File: config.mk
export PLATFORM = sky130hd
export DESIGN_NAME = mm4_lane
export DESIGN_NICKNAME = d
export VERILOG_FILES = /design/src/mm4_pkg.sv /design/src/mm4_lane.sv
export SDC_FILE = /design/constraint.sdc
export NUM_CORES = 2
export LEC_CHECK = 0
export ABC_AREA = 1
export BUFFER_PORTS_ARGS = -buffer_cell sky130_fd_sc_hd__buf_2
export CAP_MARGIN = 0
export CORE_ASPECT_RATIO = 0.6
export CORE_UTILIZATION = 60
export DETAILED_ROUTE_END_ITERATION = 12
export PLACE_DENSITY = 0.85
export SYNTH_ARGS = -nofsm -noshare
export SYNTH_HDL_FRONTEND = slang
export SYNTH_SLANG_ARGS = --single-unit
File: constraint.sdc
create_clock -name clk -period 12.9 [get_ports clk]
set_input_delay 2.58 -clock clk [delete_from_list [all_inputs] [get_ports clk]]
set_output_delay 2.58 -clock clk [all_outputs]
set_load 0.02 [all_outputs]
File: src/mm4_pkg.sv
// ----------------------------------------------------------------------------
// mm4_pkg
// Shared types and fixed widths for the 4x4 matrix multiply unit.
// ----------------------------------------------------------------------------
package mm4_pkg;

  // Fixed field widths
  localparam int IDX_W  = 4;
  localparam int DATA_W = 32;
  localparam int FRAC_W = 16;
  localparam int PROD_W = 2 * DATA_W;

  // Sequencer states
  typedef enum logic {
    ST_IDLE,
    ST_RUN
  } mm4_state_t;

  // Per-lane control from the sequencer
  typedef struct packed {
    logic left_we;
    logic right_we;
    logic adv;
  } lane_ctl_t;

endpackage

File: src/mm4_lane.sv
// ----------------------------------------------------------------------------
// mm4_lane
// One multiply lane: holds column k of the left matrix and row k of the
// right matrix, reads one element of each and forms their full product.
// ----------------------------------------------------------------------------
module mm4_lane #(
  parameter int DIM = 4,
  parameter int IW  = 2
) (
  input  logic                                 clk,
  input  mm4_pkg::lane_ctl_t                   ctl,
  input  logic [IW-1:0]                        wr_row,
  input  logic [IW-1:0]                        wr_col,
  input  logic signed [mm4_pkg::DATA_W-1:0]    wr_left,
  input  logic signed [mm4_pkg::DATA_W-1:0]    wr_right,
  input  logic [IW-1:0]                        rd_row,
  input  logic [IW-1:0]                        rd_col,
  output logic signed [mm4_pkg::PROD_W-1:0]    prod
);
  import mm4_pkg::*;

  logic signed [DATA_W-1:0] left_mem  [DIM];
  logic signed [DATA_W-1:0] right_mem [DIM];
  logic signed [DATA_W-1:0] left_q_r;
  logic signed [DATA_W-1:0] right_q_r;
  logic signed [PROD_W-1:0] prod_r;

  // Store left[row][k] by row, right[k][col] by column
  always_ff @(posedge clk) begin
    if (ctl.left_we) begin
      left_mem[wr_row] <= wr_left;
    end
    if (ctl.right_we) begin
      right_mem[wr_col] <= wr_right;
    end
  end

  // Registered read, held while the pipeline is stalled
  always_ff @(posedge clk) begin
    if (ctl.adv) begin
      left_q_r  <= left_mem[rd_row];
      right_q_r <= right_mem[rd_col];
    end
  end

  // Full-precision product
  always_ff @(posedge clk) begin
    if (ctl.adv) begin
      prod_r <= PROD_W'(left_q_r) * PROD_W'(right_q_r);
    end
  end

  assign prod = prod_r;

endmodule

Yosys cells after proc, flatten, opt, wreduce, memory -nomap -nowiden

Memories as Yosys holds them, arrays and structs flattened. A register that Yosys moved wholly into a read port is not among the register bits.
Index checks and enable logic that the tools add are counted.

Output and inout bits: 64
Memories: 2
Register bits after elaboration: 64
Bits of input ports: 76
Word-level logic and storage cells: 8
Memory bits (writable): 256

Multipliers: 1
Multiplexer cells: 4

Memories:

| memory    | words | bits a word | read ports | clocked after memory_dff | write ports | line           | source |
|---|---|---|---|---|---|---|---|
| left_mem  | 4     | 32          | 1          | 1                        | 1           | mm4_lane.sv:22 | `logic signed [DATA_W-1:0] left_mem [DIM];` |
| right_mem | 4     | 32          | 1          | 1                        | 1           | mm4_lane.sv:23 | `logic signed [DATA_W-1:0] right_mem [DIM];` |

Operators with widths:

| cell                                           | count |
|---|---|
| 32-bit by 32-bit multiplier with 64-bit output | 1 |
| 1-bit 2-to-1 mux                               | 4 |

Logic depth before layout (Yosys ltp)

Word-level depth: 2
Gate-level depth with buffers: 32
Depth with buffers taken out: 31

Worst setup path after synthesis

Ideal clock, no wire load.

Path type: reg-to-reg
From: register left_q_r[31], read port of left_mem
To: register prod_r[62] (netlist: prod[62]), data pin
Path buffers: 1
Arrival time: 6.898 ns
Data required time: 12.648 ns
Cell stages (with the launch flop): 26
Clock period less this slack: 7.150 ns
Setup slack: 5.750 ns
Library setup time: 0.252 ns
Cells stage by stage: edfxtp_1 -> clkbuf_1 -> nand2_1 -> inv_1 -> fa_1 -> fa_1 -> fa_1 -> fa_1 -> inv_1 -> fa_1 -> inv_1 -> fa_1 -> inv_1 -> fa_1 -> fa_1 -> inv_1 -> ha_1 -> nand2_1 -> nor2_1 -> inv_1 -> nor2_1 -> nand2_1 -> nor3_1 -> nand2_1 -> nand3_1 -> nand2_1

Word-level cells in the longest chain between the ends: 1

Ends and longest elaborated chain:

| element                                        | line           | source |
|---|---|---|
| from (decl)                                    | mm4_lane.sv:24 | `logic signed [DATA_W-1:0] left_q_r;` |
| 32-bit by 32-bit multiplier with 64-bit output | mm4_lane.sv:49 | `prod_r <= PROD_W'(left_q_r) * PROD_W'(right_q_r);` |
| to (signal assigned)                           | mm4_lane.sv:49 |  |
| to (decl)                                      | mm4_lane.sv:26 | `logic signed [PROD_W-1:0] prod_r;` |

Every way passes these cells.
A chain may end at the register's enable or synchronous reset.

Worst setup path after layout

From: register left_q_r[31], read port of left_mem
To: register prod_r[58] (netlist: prod[58]), data pin

Same word-level chain as after synthesis.

==> flow_metrics.py <==
metrics = {
    "timing": {
        "worst_pin_slew_ns": 1.05,
        "hold_viol": 0,
        "slew_violations": 0,
        "maxSlewHeadroom_pct": 30.0,
        "fmax_ghz": 0.120,
        "fin_worst_skew_ns": 0.0695,
        "min_period_ns": 8.35,
        "finalSetupViolCount": 0,
        "rsz0062_at_grt": "false",
        "fin_setup_tns_ns": 0,
        "finalCritPeriodShare_pct": 64.7,
    },
    "clock_network": {
        "cts_root_buffer": "clkbuf_16",
        "cts.reportedPaths.clkPinSlew_ns": 0.09,
        "cts_setup_buffers": 0,
        "cts-resized-gates": 0,
        "numClockSinks": 384,
        "clk_latency_ns": 0.63,
        "tritoncts": "yes",
        "cts_buffer_depth": 3,
        "ctsHoldBuffers": 0,
        "h-tree-depth": 2,
        "numCtsBuffers": 39,
    },
    "floorplanning": {
        "io_pins": 140,
        "die_w_um": 382,
        "rows": 83,
        "core_mm2": 0.0857,
        "dieArea_mm2": 0.0880,
        "die-height_um": 230,
        "start_util_pct": 60.8,
    },
    "worst_setup_path": {
        "r2r_setup_slack_ns": 4.55,
        "cp_common_cell": "fa_1",
        "slowest_delay_ns": 0.86,
        "worstPathMaxFanout": 32,
        "crit_family": "adder cells",
        "rr_worst_depth": 26,
        "r2r_start": "left_q_r[31]",
        "cp_num_buf_inv": 8,
        "required_ns": 13.27,
        "slowest_stage": "fa_1",
        "worstSetupPathType": "reg2reg",
        "worst_setup_path_end_kind": "flop",
        "critPathArrivalTime_ns": 8.71,
        "crit_path_start_kind": "flop",
        "rr_endpoint": "prod[58]",
    },
    "final_layout": {
        "drive_above_1_share_pct": 5.85,
        "syn_to_final_growth_pct": 6.17,
        "fillers": 6562,
        "final_net_count": 7160,
    },
    "grt": {
        "grt_util_met3_pct": 11.1,
        "track_usage_pct": 33.8,
        "grt_start_max_net_pins": 66,
        "grt_pass1_vias": 41053,
        "grt_pass1_wl_um": 226000,
        "grtUsageMet1_pct": 46.8,
        "antenna_found_initial": 3,
        "busiest_layer": "met2",
        "use_met2_pct": 50.4,
        "grt-ovfl-total": 0,
    },
    "yosys": {
        "yosys-top-cells-area": "fa_1, edfxtp_1, inv_1, nand2_1, ha_1",
        "syn_nets": 7132,
        "yosys_warnings": 0,
        "synth_commonest_cells": "inv_1, nand2_1, fa_1",
        "yosysMostFrequentCell": "inv_1",
        "syn_avg_cell_area_um2": 8.99,
        "ys.flop_type": "edfxtp_1",
        "synth_seq_area_share_pct": 22.2,
        "synth_edf_count": 384,
        "synth-seq-cells": 384,
        "synth.distinct_cells": 35,
        "synth.top_cell.area_share_pct": 41.6,
        "syn-cell-area_mm2": 0.0520,
        "synth_top_cell_by_area": "fa_1",
        "async_flop_share_pct": 0,
        "postSynthCellCount": 5790,
    },
    "detailed_routing": {
        "wl_per_cell_um": 20.2,
        "drc": 0,
        "drt-vias-per-instance": 5.52,
        "first_pass_iters": 6,
        "routed_wirelength_um": 142000,
        "drt_iter0_drc": 4596,
        "ant_nets": 0,
        "vias": 38606,
    },
    "worst_hold_path": {
        "holdPathStages": 2,
        "hold-path-endpoint": "left_q_r[22]",
        "min_from": "left_mem[0][22]",
        "hold_path.class": "reg2reg",
    },
    "placement": {
        "gp_congestion": 1.02,
        "dp_hpwl_um": 109000,
        "port_buffers": 139,
    },
    "flow_run": {
        "maxCapViolations": 0,
    },
    "run_status": {
        "status": "finished, final reports clean",
    },
}
[cell families after synthesis]
kind of cell | share of synthesized area [%]
flip-flops | 22.2
AND/OR/NAND/NOR | 14.2
adder cells (fa/ha/maj) | 46.0
XOR/XNOR | 0.673
AO/OA/AOI/OAI | 2.93
buffers and inverters | 14.0
[metrics by stage]
step / hold slack (ns) / setup WS, ns / utilization (%) / instances / cell area [µm²]
after floorplan: 0.556 / 5.75 / - / 5790 / 52000
after global placement: 0.574 / 4.96 / 63.0 / 6924 / 53900
after detailed placement: 0.574 / 4.80 / 63.0 / 6924 / 53900
after CTS: 0.589 / 4.67 / 64.5 / 6994 / 55300
after global routing: 0.618 / 4.12 / 64.5 / 6996 / 55300
final: 0.589 / 4.55 / 64.5 / 6997 / 55300
[layer usage]
layer	wire length [µm]	vias to the layer above
li1	-	16630
met1	54300	18987
met4	5220	0
met5	0	-
met3	20800	417
met2	61300	2572
[cell usage in the layout (no fill, tap or decap), drive strengths merged, types with 5 or more instances in the layout]
master  count
xnor2       6
inv      1708
clkinv     20
o21ai     145
nand2    1500
nor2      263
o21bai     12
bufinv      5
nand3      75
o22ai      64
fa       1082
xor2       34
or2         8
nor3       16
ha        184
edfxtp    384
buf       217
a21oi      56
clkbuf     41
nand4      13
[cell type report]
class	instances	area, µm²	share of cell area, %
Multi-Input combinational cell	3471	33300	60.2
Sequential cell	384	11500	20.9
Inverter	1705	6400	11.6
Tap cell	1147	1440	2.60
Timing Repair Buffer	217	1290	2.33
Clock buffer	41	983	1.78
Clock inverter	29	324	0.586
Antenna cell	3	7.51	0.0136
[worst max path at each step]
stage                      start  endpoint  cells past startpoint
floorplan           left_q_r[31]  prod[62]                     25
global placement    left_q_r[31]  prod[58]                     24
detailed placement  left_q_r[31]  prod[61]                     27
CTS                 left_q_r[31]  prod[61]                     27
global route        left_q_r[31]  prod[61]                     28
finish              left_q_r[31]  prod[58]                     26
[tightest hold or removal path, stage by stage (launching register included)]
cell,delay (ns)
edfxtp_1,0.32
nor2_1,0.04
o22ai_1,0.11
[state kept, by name (all words and copies together), names as in the netlist]
register and count:
prod 64, left_mem 128, right_q_r 32, right_mem 128
left_q_r 32
Power is not shown: default switching activity piles up to over one toggle a cycle in this logic, so the estimate is an artifact.
