**src/mm4_pkg.sv**
```systemverilog
// ----------------------------------------------------------------------------
// mm4_pkg
// Shared types and fixed widths for the 4x4 matrix multiply unit.
// ----------------------------------------------------------------------------
package mm4_pkg;

  // Fixed field widths
  localparam int IDX_W  = 4;
  localparam int DATA_W = 32;
  localparam int FRAC_W = 16;
  localparam int PROD_W = 2 * DATA_W;

  // Sequencer states
  typedef enum logic {
    ST_IDLE,
    ST_RUN
  } mm4_state_t;

  // Per-lane control from the sequencer
  typedef struct packed {
    logic left_we;
    logic right_we;
    logic adv;
  } lane_ctl_t;

endpackage

```
**src/mm4_merge.sv**
```systemverilog
// ----------------------------------------------------------------------------
// mm4_merge
// Combines the lane products: pairwise add, final add, then arithmetic
// shift by the fraction width and saturation to 32 bits.
// ----------------------------------------------------------------------------
module mm4_merge #(
  parameter int DIM = 4
) (
  input  logic                                 clk,
  input  logic                                 adv,
  input  logic signed [mm4_pkg::PROD_W-1:0]    prod [DIM],
  output logic signed [mm4_pkg::DATA_W-1:0]    result
);
  import mm4_pkg::*;

  localparam int NP = (DIM + 1) / 2;
  localparam int SW = PROD_W + $clog2(DIM) + 1;

  logic signed [SW-1:0]     pair_nxt [NP];
  logic signed [SW-1:0]     pair_r   [NP];
  logic signed [SW-1:0]     sum_nxt;
  logic signed [SW-1:0]     sum_r;
  logic signed [SW-1:0]     shifted;
  logic                     fits;
  logic signed [DATA_W-1:0] result_nxt;
  logic signed [DATA_W-1:0] result_r;

  // Add lane products in pairs
  for (genvar p = 0; p < NP; p++) begin : g_pair
    if (2 * p + 1 < DIM) begin : g_two
      assign pair_nxt[p] = SW'(prod[2*p]) + SW'(prod[2*p+1]);
    end else begin : g_one
      assign pair_nxt[p] = SW'(prod[2*p]);
    end
  end

  always_ff @(posedge clk) begin
    if (adv) begin
      pair_r <= pair_nxt;
    end
  end

  // Sum the pair results
  always_comb begin
    sum_nxt = '0;
    for (int p = 0; p < NP; p++) begin
      sum_nxt = sum_nxt + pair_r[p];
    end
  end

  always_ff @(posedge clk) begin
    if (adv) begin
      sum_r <= sum_nxt;
    end
  end

  // Floor shift and clamp to the signed 32-bit range
  always_comb begin
    shifted = sum_r >>> FRAC_W;
    fits    = (shifted[SW-1:DATA_W-1] == '0) || (shifted[SW-1:DATA_W-1] == '1);
    if (fits) begin
      result_nxt = shifted[DATA_W-1:0];
    end else if (shifted[SW-1]) begin
      result_nxt = {1'b1, {(DATA_W-1){1'b0}}};
    end else begin
      result_nxt = {1'b0, {(DATA_W-1){1'b1}}};
    end
  end

  always_ff @(posedge clk) begin
    if (adv) begin
      result_r <= result_nxt;
    end
  end

  assign result = result_r;

endmodule

```
**config.mk**
```make
export PLATFORM = sky130hd
export DESIGN_NAME = mm4_merge
export DESIGN_NICKNAME = d
export VERILOG_FILES = /design/src/mm4_pkg.sv /design/src/mm4_merge.sv
export SDC_FILE = /design/constraint.sdc
export NUM_CORES = 1
export LEC_CHECK = 0
export BUFFER_PORTS_ARGS = -buffer_cell sky130_fd_sc_hd__buf_2
export CORE_MARGIN = 5
export CORE_UTILIZATION = 40
export DETAILED_ROUTE_END_ITERATION = 10
export PLACE_DENSITY_LB_ADDON = 0.05
export SYNTH_ARGS = -nofsm -noshare
export SYNTH_HDL_FRONTEND = slang
export SYNTH_SLANG_ARGS = --single-unit
```
**constraint.sdc**
```tcl
create_clock -name clk -period 3.2 [get_ports clk]
set_clock_uncertainty 0.05 [all_clocks]
set_input_delay 0 -clock clk [delete_from_list [all_inputs] [get_ports clk]]
set_output_delay 0 -clock clk [all_outputs]
set_load 0.02 [all_outputs]
```
---- Yosys cells after proc, flatten, opt, wreduce, memory -nomap -nowiden ----
Cells that the tools add are included.
W data, S select, Z words.
word-level totals
  word-level logic and storage cells ...... 12
  bits of input ports ..................... 258
  register bits after elaboration ......... 233
operators by class
  muxes and demuxes ....................... 2
  reduce and logical (&&, ||, !) cells .... 2
  add/sub/neg operators ................... 3
  equal/unequal tests ..................... 1
operator list
  operator                number
  $add A64 B64 Y65        2
  $add A67 B67 Y67        1
  $mux W32                2
  $eq A36 B36 Y1 const B  1
  $logic_not A36 Y1       1
  $logic_or A1 B1 Y1      1

---- Logic depth before layout (Yosys ltp) ----
Gate-level depths: netlist of the first run.
  depth in word-level cells ............... 3
  mapped depth ............................ 12
  mapped depth without buffers ............ 12

---- Worst setup path after synthesis of the first run ----
Ideal clock, no wire load.
  path type ............................... reg2reg
  from .................................... register pair_r[7] in the netlist's numbering
  to ...................................... register sum_r[52] (data pin)
  clock period less this slack ............ 2.857 ns
  setup slack ............................. 0.343 ns
  library setup time ...................... 0.263 ns
  buffers on the path ..................... 0
  data arrival time ....................... 2.543 ns
  cell stages (with the launch flop) ...... 12
  cell sequence ........................... edfxtp_1 -> ha_1 -> nand4_1 -> a2111oi_0 -> a31oi_1 -> a211oi_2 -> nor2_1 -> o41a_1 -> o221ai_2 -> nand2_1 -> and4b_1 -> xnor2_1
between the ends
  cells in the longest elaborated chain, start to end .. 1
ends and longest elaborated chain
  element                 line             text
  from (decl)             mm4_merge.sv:20  logic signed [SW-1:0] pair_r [NP];
  from (signal assigned)  mm4_merge.sv:39  pair_r <= pair_nxt;
  $add A67 B67 Y67        mm4_merge.sv:47  sum_nxt = sum_nxt + pair_r[p];
  net sum_nxt[52]         mm4_merge.sv:21  logic signed [SW-1:0] sum_nxt;
  to (signal assigned)    mm4_merge.sv:53  sum_r <= sum_nxt;
  to (decl)               mm4_merge.sv:22  logic signed [SW-1:0] sum_r;
The timed path passes the listed nets, and every way through them passes these cells.
A chain may end at the register's enable or synchronous reset.

---- Worst setup path after layout of the first run ----
  from .................................... register pair_r[88] in the netlist's numbering
  to ...................................... register sum_r[63] (data pin)
Same word-level chain as after synthesis.

==> metrics.md, run 1 <==
| Metric | Value |
|---|---|
| Crit-path leading delay family | simple AND/OR/NAND/NOR gates |
| Core Region | 44000 sq um |
| WP buf/inv | 1 |
| GR Util All Layers | 0.223 |
| Main combinational cell family by area after synthesis | compound AO/OA/AOI/OAI gates |
| Worst Path Max Fanout | 6 |
| RSZ-0062 raised after global routing | yes |
| Number of library cell types mapped by synthesis | 93 |
| Max-slew violations | 0 |
| Remaining DRCs | 0 |
| RR Startpoint | pair_r[88]$_DFFE_PP_ |
| Commonest non-fill, non-tap cell in the layout | buf_2 |
| Skew-Pair Late Insertion Delay | 540 ps |
| Hold_ws | 15.2 ps |
| CTS max path bufs | 3 |
| Initial antenna violation count | 1 |
| Reg clk slew, reported paths | 50 ps |
| Crit Path Class | register to register |
| Htree depth | 1 |
| CP Capture Type | register |
| Post-synth EDFFs | 213 |
| Vias in the first global route | 15700 |
| Post-synthesis compound-gate area fraction | 0.248 |
| Worst Tran Pin Value | 756 ps |
| Critical Path, Cell by Cell | ha_4 -> and3_4 -> and3_1 -> a22oi_1 -> a21oi_1 -> and3b_1 -> a21oi_2 -> buf_4 -> a21oi_2 -> a21oi_1 -> or4_1 -> a21oi_1 |
| Final cycle utilization of the critical path | 0.979 |
| Synth Instances | 1886 |
| FFs w/ async S/R, synth | 0 |
| Syn Area/Cell | 9.41 sq um |
| Mux contribution to synthesized area | 0.000564 |
| Peak Freq | 319 MHz |
| Die W | 221 um |
| Leakage | 9.57 nW |
| Ys flop type | edfxtp_1 |
| DIE AREA | 48700 sq um |
| Worst endpoint required time | 3520 ps |
| I/O Buffers | 289 |
| TritonCTS clock tree | yes |
| Slowest cell on crit path | or4_1 |
| Mapped Area | 17700 sq um |
| Post-DP HPWL | 46100 um |
| Routed vias/inst | 5.54 |
| Via count of the routed design | 16200 |
| Routed WL | 56000 um |
| Max stage delay on crit path | 540 ps |
| CP arrival | 3450 ps |
| Synth top area cells | edfxtp_1, ha_1, a21oi_1 |
| Startpoint Class | register |
| Grt total ovfl | 0 |
| Hold WC Path Type | input port to register |
| Pin count of the biggest net entering global routing | 110 |
| Final setup violation count | 0 |
| First-pass GRT wire length | 86300 um |
| Filler cell count in the final layout | 4238 |
| Clock root cell | clkbuf_16 |
| Die H | 221 um |
| Yosys warns | 0 |
| Synth Register Bits | 213 |
| Clk sinks | 213 |
| Hold wc startpoint | prod[66] |
| Most frequent cells in the layout | buf_2, edfxtp_1, a21oi_1 |
| Cell taking the most area after synthesis | edfxtp_1 |
| Slew HR | 0.483 |
| Rows | 77 |
| Final hold vios | 0 |
| Post-synth top area share | 0.361 |
| Synth Area in Adders | 0.138 |
| Drt first pass iters | 6 |
| Most used cell along the critical path | a21oi_1 |
| Starting Density | 0.403 |
| Post-Synth XOR/XNOR Area | 0.0834 |
| Layout cells sized above 1 | 0.229 |
| Max Cap Violations | 0 |
| Post-layout util | 0.507 |
| CTS buffer count | 25 |
| Seq/Total Area, Yosys | 0.361 |
| N_diodes | 0 |
| Post-route ant nets | 0 |
| Total power | 0.0122 W |
| 1st-iter DRT viols | 1142 |
| Max VDD drop | 385 uV |
| Simple-gate share of the synthesized area | 0.134 |
| Wire per inst | 19.1 um |
| P per Cell Area | 547 nW/um^2 |
| Period minus WS final | 3130 ps |
| GP Congestion | 0.929 |
| Status | finished, final reports clean |
| I/O pin total | 290 |
| Mapped Nets | 2338 |
| Nets | 2772 |
| Area Overhead vs Synth | 25.8% |
| CP startpoint | pair_r[88]$_DFFE_PP_ |
[per-stage QoR]
stage | area (sq um) | TNS [ps] | setup slack, ps | std cells
after floorplan | 17700 | 0 | 343 | 1886
after global placement | 20500 | -49.4 | -49.4 | 2807
after detailed placement | 20500 | -181 | -82.3 | 2807
after CTS | 22100 | 0 | 4.45 | 2929
after global routing | 22300 | -18.8 | -11.7 | 2931
final | 22300 | 0 | 68.5 | 2931
[synth_stat cells, drive strengths merged (66+ instances only)]
cell type,instances
a21oi,222
edfxtp,213
ha,192
nand2,146
o21ai,144
nor2,105
xnor2,103
a21o,96
inv,77
nand4,69
clkbuf,67
xor2,66
[area by class of cell]
class | count | area [sq um] | share of cell area
multi-input combinational | 1515 | 10900 | 0.489
sequential | 213 | 6400 | 0.287
timing repair buffer | 488 | 3180 | 0.142
tap | 592 | 741 | 0.0332
clock buffer | 29 | 641 | 0.0287
inverter | 77 | 289 | 0.0129
clock inverter | 17 | 171 | 0.00768
[state kept, by name, summed over array words and instances, names as in the netlist]
register / cells
result: 32
pair_r: 130
sum_r: 51
[worst register-to-register path: stages, from the launching register on]
cell and delay, ps:
edfxtp_1 420, ha_4 330, and3_4 210, and3_1 180
a22oi_1 100, a21oi_1 230, and3b_1 210, a21oi_2 40
buf_4 150, a21oi_2 200, a21oi_1 130, or4_1 540
a21oi_1 180
[per-layer routing]
layer	track usage	vias to the layer above	wire [um]
met5	0	-	0
met4	0.0382	0	894
met3	0.0215	53	3170
met2	0.334	507	23900
met1	0.352	7647	28100
li1	-	8025	-
[logic make-up (layout without fill, tap and decap cells)]
family / after synthesis / in the layout
simple gates: 479 / 479
xor+xnor: 169 / 169
compound gates: 672 / 672
flops: 213 / 213
mux: 1 / 1
fa+ha+maj: 194 / 194
buf+inv: 158 / 611
[report_power, final]
group | total, W | switching, W | leakage, nW | internal, W
Sequential | 0.00424 | 0.000284 | 2.08 | 0.00395
Clock | 0.00283 | 0.00115 | 0.396 | 0.00168
Combinational | 0.00514 | 0.00291 | 7.09 | 0.00223
Total | 0.0122 | 0.00435 | 9.57 | 0.00786
[what timing repair did]
action                     4_1_cts  5_1_grt
setup endpoints to repair        3       31
hold buffers                    76        0
buffers inserted                 0        2
hold endpoints to repair        58        0
pin swaps                        0       15
resized for setup                4       37
[worst paths after layout]
kind	depth (start not counted)	endpoint	slack [ps]
setup / recovery	12	sum_r[63]$_DFFE_PP_	70
hold reg to reg	0	result[31]$_DFFE_PP_	480
hold / removal	4	pair_r[3]$_DFFE_PP_	20
setup reg to reg	12	sum_r[63]$_DFFE_PP_	70
No activity file was read; power rests on OpenSTA's default activity.
==> run 2: changes to the inputs <==
ABC_AREA = 1   (was unset)
CTS_CLUSTER_SIZE = 24   (was unset)
clock period = 3.3 ns   (was 3.2 ns; I/O delays follow)
==> run 2 against run 1 <==
- largest power group unchanged
- area after synthesis grew 27%
- sequential power shrank 5.2%
- worst hold slack lost 5.4 ps
- combinational power grew 11%
- non-clock buffer count shrank 137
- clock power shrank 12%
- register-to-register slack gained 700 ps
- count of clock-buffer cells in the layout shrank 7
==> metrics.md, run 2 <==
| Metric | Value |
|---|---|
| I/O pin total | 290 (unchanged) |
| Mapped Area | 22500 sq um (+27%) |
| Main combinational cell family by area after synthesis | simple AND/OR/NAND/NOR gates |
| Grt total ovfl | 0 (unchanged) |
| Final setup violation count | 0 (unchanged) |
| Htree depth | 1 (unchanged) |
| Peak Freq | 393 MHz |
| Routed WL | 86700 um (+55%) |
| Setup TNS | 0 ps (unchanged) |
| Nets | 4367 (+58%) |
| Starting Density | 0.402 (-0.00126) |
| Setup Buffers After CTS | 0 (unchanged) |
| Max Cap Violations | 0 (unchanged) |
| RSZ-0062 raised after global routing | no |
| DIE AREA | 61100 sq um (+26%) |
| Post-synthesis compound-gate area fraction | 0.111 (-0.137) |
| Commonest cells post-synth | nand2_1, inv_1, nor2_1 |
| Final hold vios | 0 (unchanged) |
| DP Cell Count | 4590 (+64%) |
| Post-route ant nets | 0 (unchanged) |
| Clock root cell | clkbuf_16 |
| Rows | 87 (+13%) |
| R2r worst-path depth | 8 (-4) |
| Die H | 247 um (+12%) |
| Most frequent cells in the layout | nand2_1, inv_1, nor2_1 |
| Leakage | 13.2 nW (+38%) |
| Hold WC Path Type | input port to register |
| Post-synth EDFFs | 213 (unchanged) |
| Mux contribution to synthesized area | 0 (-0.000564) |
| TritonCTS clock tree | yes |
| Synth Area in Adders | 0.108 (-0.0292) |
| Synth Instances | 3548 (+88%) |
| CTS max path bufs | 3 (unchanged) |
| Clk sinks | 213 (unchanged) |
| Max VDD drop | 332 uV (-14%) |
| Wire per inst | 18.5 um (-3.3%) |
| Simple-gate share of the synthesized area | 0.358 (+0.224) |
| Cell taking the most area after synthesis | edfxtp_1 |
| Worst endpoint required time | 3470 ps (-50 ps) |
| Post-Synth XOR/XNOR Area | 0.0397 (-0.0438) |
| Worst Tran Pin Value | 801 ps (+44.5 ps) |
| Max reg flops | 130 (unchanged) |
| Biggest register | pair_r |
| P per Cell Area | 466 nW/um^2 (-15%) |
| Syn Area/Cell | 6.35 sq um (-33%) |
| Max-slew violations | 0 (unchanged) |
| Die W | 247 um (+12%) |
| Number of library cell types mapped by synthesis | 35 (-62%) |
| Remaining DRCs | 0 (unchanged) |
| Synth Register Bits | 213 (unchanged) |
| Routed vias/inst | 5.07 (-8.5%) |
| Filler cell count in the final layout | 6157 (+45%) |
| Seq/Total Area, Yosys | 0.284 (-0.0765) |
| Drt first pass iters | 5 (-1) |
| Crit Path Class | input port to register |
| GP Congestion | 1.00 (+7.8%) |
| GR Util All Layers | 0.276 (+0.0534) |
| Yosys warns | 0 (unchanged) |
| Status | finished, final reports clean |
| Post-synth top area share | 0.284 (-0.0765) |
| Post-DP HPWL | 76300 um (+66%) |
| Period minus WS final | 2550 ps |
| Reg clk slew, reported paths | 60 ps (about the same) |
| Initial antenna violation count | 4 (+3) |
| Commonest non-fill, non-tap cell in the layout | nand2_1 |
| Mapped Nets | 4000 (+71%) |
| First-pass GRT wire length | 130000 um (+51%) |
| Vias in the first global route | 22700 (+45%) |
| CTS buffer count | 22 (-12%) |
| 1st-iter DRT viols | 1691 (+48%) |
| FFs w/ async S/R, synth | 0 (unchanged) |
| Startpoint Class | input port |
| I/O Buffers | 289 (unchanged) |
| Skew-Pair Late Insertion Delay | 540 ps (about the same) |
| Worst Path Max Fanout | 5 (-1) |
| Core Region | 56100 sq um (+27%) |
| Layout Cells excl Fill | 4688 (+60%) |
| CP arrival | 2720 ps (-730 ps) |
| Slew HR | 0.464 (-0.0185) |
| Most frequent cell after synthesis | nand2_1 |
| Via count of the routed design | 23800 (+46%) |
| Pin count of the biggest net entering global routing | 79 (-28%) |
| Synth top area cells | edfxtp_1, nand2_1, ha_1 |
| Ys flop type | edfxtp_1 |
| Final cycle utilization of the critical path | 0.772 |
| Worst Hold Depth | 3 (-1) |
| CP Capture Type | register |
| Layout cells sized above 1 | 0.0979 (-0.131) |
| Area Overhead vs Synth | 16.5% |
## run 2: metal layers
layer	up-vias	global-route usage	routed length (um)
li1	12100	-	-
met1	10800	0.389	39900
met2	731	0.465	39400
met3	107	0.0290	5510
met4	2	0.0527	1940
met5	-	0	7
## run 2: kinds of logic after synthesis
group | after synthesis
fa+ha+maj | 194
xor+xnor | 102
buf+inv | 589
simple gates | 1984
flops | 213
compound gates | 466
## run 2: worst max-delay path, cell delays in order
cell           delay, ps
dlygate4sd3_1        530
buf_2                120
ha_1                 240
fa_1                 520
nand3_1              150
nand2_2              140
nand2_1              120
nand2_2              130
nand2_1               90
nand2_1              100
nand2_1               90
nand2_2              100
nand2_1              140
nand2_1               70
nand2_1               60
nand2_1              130
## run 2: power breakdown
part | switching, W | leakage, nW | internal (W)
combinational | 0.00396 | 10.8 | 0.00176
clock | 0.00105 | 0.351 | 0.00145
sequential | 0.000249 | 2.08 | 0.00377
## run 2: area by class of cell
| cell class | count | area (sq um) | share of cell area |
|---|---|---|---|
| clock inverter | 18 | 175 | 0.00668 |
| multi-input combinational | 2746 | 13900 | 0.529 |
| clock buffer | 22 | 551 | 0.0210 |
| timing repair buffer | 351 | 2090 | 0.0796 |
| antenna | 1 | 2.50 | 0.0000954 |
| inverter | 581 | 2180 | 0.0832 |
| tap | 756 | 946 | 0.0361 |
| sequential | 213 | 6400 | 0.244 |
## run 2: per-stage QoR
step / area [sq um] / worst slack (ps) / utilization / hold slack (ps) / power (W)
2_1_floorplan: 22500 / 1420 / - / 62.5 / 0.00748
3_3_place_gp: 24900 / 774 / 0.445 / 250 / 0.00964
3_5_place_dp: 24900 / 769 / 0.445 / 248 / 0.00961
4_1_cts: 26200 / 802 / 0.468 / 0.328 / 0.0122
5_1_grt: 26200 / 569 / 0.468 / 13.4 / 0.0130
6_report: 26200 / 753 / 0.468 / 9.87 / 0.0122
## run 2: worst paths after layout
path                   startpoint                   end  slack (ps)
min                      prod[81]  pair_r[17]$_DFFE_PP_          10
min reg2reg   sum_r[21]$_DFFE_PP_   result[5]$_DFFE_PP_         470
max reg2reg  pair_r[79]$_DFFE_PP_   sum_r[25]$_DFFE_PP_         770
max                      prod[64]  pair_r[65]$_DFFE_PP_         750
## run 2: what timing repair did
item | CTS | global route
endpoints found under the hold margin | 33 | 0
hold buffers | 57 | 0
resized for setup | 0 | 0
endpoints found under the setup margin | 0 | 0
==> run 3: changes to the inputs <==
clock period = 2.6 ns   (was 3.3 ns; I/O delays follow)
==> run 3 against run 2 <==
- power rose by 28%
- via count fell by 0.12%
- critical path depth fell by 5
- worst hold slack barely moved
- combinational power rose by 29%
- global-route usage rose by 0.33 points
- count of clock-buffer cells in the layout rose by 6
- sequential power rose by 27%
- highest routed layer is now met4
==> metrics.md, run 3 (same netlist as run 2, synthesis figures left out) <==
| Metric | Value |
|---|---|
| Status | finished, final reports clean |
| Wire per inst | 18.7 um (+0.92%) |
| Final setup violation count | 0 (unchanged) |
| Max reg flops | 130 (unchanged) |
| Nets | 4397 (+0.69%) |
| Hold wc startpoint | prod[89] |
| GR Util All Layers | 0.279 (+0.00325) |
| CTS max path bufs | 3 (unchanged) |
| Via count of the routed design | 23700 (-0.12%) |
| Initial antenna violation count | 1 (-3) |
| Grt total ovfl | 0 (unchanged) |
| Htree depth | 1 (unchanged) |
| R2R Path End | sum_r[56]$_DFFE_PP_ |
| Max-slew violations | 0 (unchanged) |
| Post-DP Area | 25100 sq um (+0.69%) |
| Worst Path Max Fanout | 5 (unchanged) |
| DIE AREA | 61100 sq um (unchanged) |
| GP Congestion | 1.01 (+0.94%) |
| Pin count of the biggest net entering global routing | 62 (-22%) |
| Post-layout util | 0.472 (+0.00435) |
| Routed vias/inst | 5.03 (-0.75%) |
| Starting Density | 0.402 (unchanged) |
| Commonest non-fill, non-tap cell in the layout | nand2_1 |
| Hold WC Path Type | input port to register |
| Worst endpoint required time | 2860 ps (-610 ps) |
| Setup TNS | 0 ps (unchanged) |
| Crit Path Class | register to register |
| Multi-input logic area | 13900 sq um (about the same) |
| Total power | 0.0157 W (+28%) |
| Max VDD drop | 419 uV (+26%) |
| Leakage | 13.4 nW (+1.1%) |
| Clock root cell | clkbuf_16 |
| Layout cells sized above 1 | 0.104 (+0.00605) |
| CTS buffer count | 23 (+4.5%) |
| Rows | 87 (unchanged) |
| Post-DP HPWL | 77500 um (+1.6%) |
| RR Startpoint | pair_r[53]$_DFFE_PP_ |
| Peak Freq | 397 MHz |
| 1st-iter DRT viols | 1816 (+7.4%) |
| Skew-Pair Late Insertion Delay | 550 ps (about the same) |
| Die W | 247 um (unchanged) |
| First-pass GRT wire length | 131000 um (+0.66%) |
| I/O pin total | 290 (unchanged) |
| Period minus WS final | 2520 ps |
| N_diodes | 0 (-1) |
| Drt first pass iters | 8 (+3) |
| Area Overhead vs Synth | 17.5% |
| CP Capture Type | register |
| Worst Hold Depth | 3 (unchanged) |
| TritonCTS clock tree | yes |
| Core Region | 56100 sq um (unchanged) |
| Max Cap Violations | 0 (unchanged) |
| Clk sinks | 213 (unchanged) |
| Slew HR | 0.494 (+0.0301) |
| Post-route cell area | 26500 sq um (+0.93%) |
| Most frequent cells in the layout | nand2_1, inv_1, nor2_1 |
| Vias in the first global route | 22700 (-0.29%) |
| Worst Tran Pin Value | 756 ps (-45.0 ps) |
| Final cycle utilization of the critical path | 0.969 |
| Remaining DRCs | 0 (unchanged) |
| Worst R2R Setup Slack | 80 ps (-690 ps) |
| Final hold vios | 0 (unchanged) |
| Filler cell count in the final layout | 6098 (-0.96%) |
| RSZ-0062 raised after global routing | no |
| Setup Buffers After CTS | 0 (unchanged) |
| Hold worst-path end | pair_r[25]$_DFFE_PP_ |
| Startpoint Class | register |
| P per Cell Area | 592 nW/um^2 (+27%) |
| Reg clk slew, reported paths | 60 ps (about the same) |
| Die H | 247 um (unchanged) |
| Routed WL | 88100 um (+1.6%) |
| FF/Latch Area | 6400 sq um (unchanged) |
| Post-route ant nets | 0 (unchanged) |
| I/O Buffers | 289 (unchanged) |
| CP arrival | 2780 ps (+60 ps) |
| R2r worst-path depth | 11 (+3) |
| Biggest register | pair_r |
-- run 3: cell count changes in the layout (fill, tap and decap cells not counted) --
cell           previous run  this run
buf_4                     3        26
dlygate4sd3_1            57        63
clkbuf_1                  0         5
clkinv_1                  9         4
fa_1                      2         0
fa_2                      0         2
bufinv_16                 3         2
clkbuf_16                22        23
clkinv_2                  2         3
diode_2                   1         0
inv_6                     0         1
-- run 3: how the worst max path moves through the flow --
stage	from	to	slack (ps)	depth (start not counted)
3_5_place_dp	prod[128]	pair_r[132]$_DFFE_PP_	80	15
6_report	pair_r[53]$_DFFE_PP_	sum_r[56]$_DFFE_PP_	80	11
4_1_cts	pair_r[53]$_DFFE_PP_	sum_r[56]$_DFFE_PP_	130	11
2_1_floorplan	pair_r[8]$_DFFE_PP_	sum_r[65]$_DFFE_PP_	720	12
5_1_grt	pair_r[119]$_DFFE_PP_	sum_r[57]$_DFFE_PP_	5	8
3_3_place_gp	prod[0]	pair_r[54]$_DFFE_PP_	60	13
-- run 3: through the flow --
stage / std cells / hold slack (ps) / setup WS, ps
finish: 4718 / 9.41 / 79.6
global route: 4718 / 14.2 / 4.61
CTS: 4718 / 1.26 / 126
detailed placement: 4613 / 248 / 75.4
global placement: 4613 / 246 / 61.5
floorplan: 3548 / 62.5 / 725
-- run 3: layout make-up --
cell class | count | area share
sequential | 213 | 0.242
multi-input combinational | 2746 | 0.525
timing repair buffer | 380 | 0.0877
inverter | 581 | 0.0824
clock buffer | 28 | 0.0225
clock inverter | 14 | 0.00529
tap | 756 | 0.0357
-- run 3: worst max-delay path, stage by stage, from the launching register on --
cell      delay, ps
edfxtp_1        440
ha_1            430
a21oi_1         340
nor2_1           90
nor2_1          160
o21ai_0         140
inv_1            70
nand2_1          40
a21oi_1         310
nand2_1         100
nand2_1          70
nand2_1          50
-- run 3: layer usage --
metal  vias up  share of wire  global-route usage  wire length (um)
met4         0          0.020              0.0537              1760
met1     10800           0.46               0.394             40700
met2       730           0.46               0.472             40600
met5         -              0                   0                 0
met3        91          0.057              0.0257              5020
li1      12100              -                   -                 -
-- run 3: repair_timing --
action / 4_1_cts / 5_1_grt
endpoints found under the hold margin: 40 / 0
hold buffers: 63 / 0
gates resized for setup: 0 / 2
endpoints found under the setup margin: 0 / 3
-- run 3: report_power, final --
part,internal (W),switching [W]
clock,0.00184,0.00138
sequential,0.00478,0.000317
combinational,0.00230,0.00506
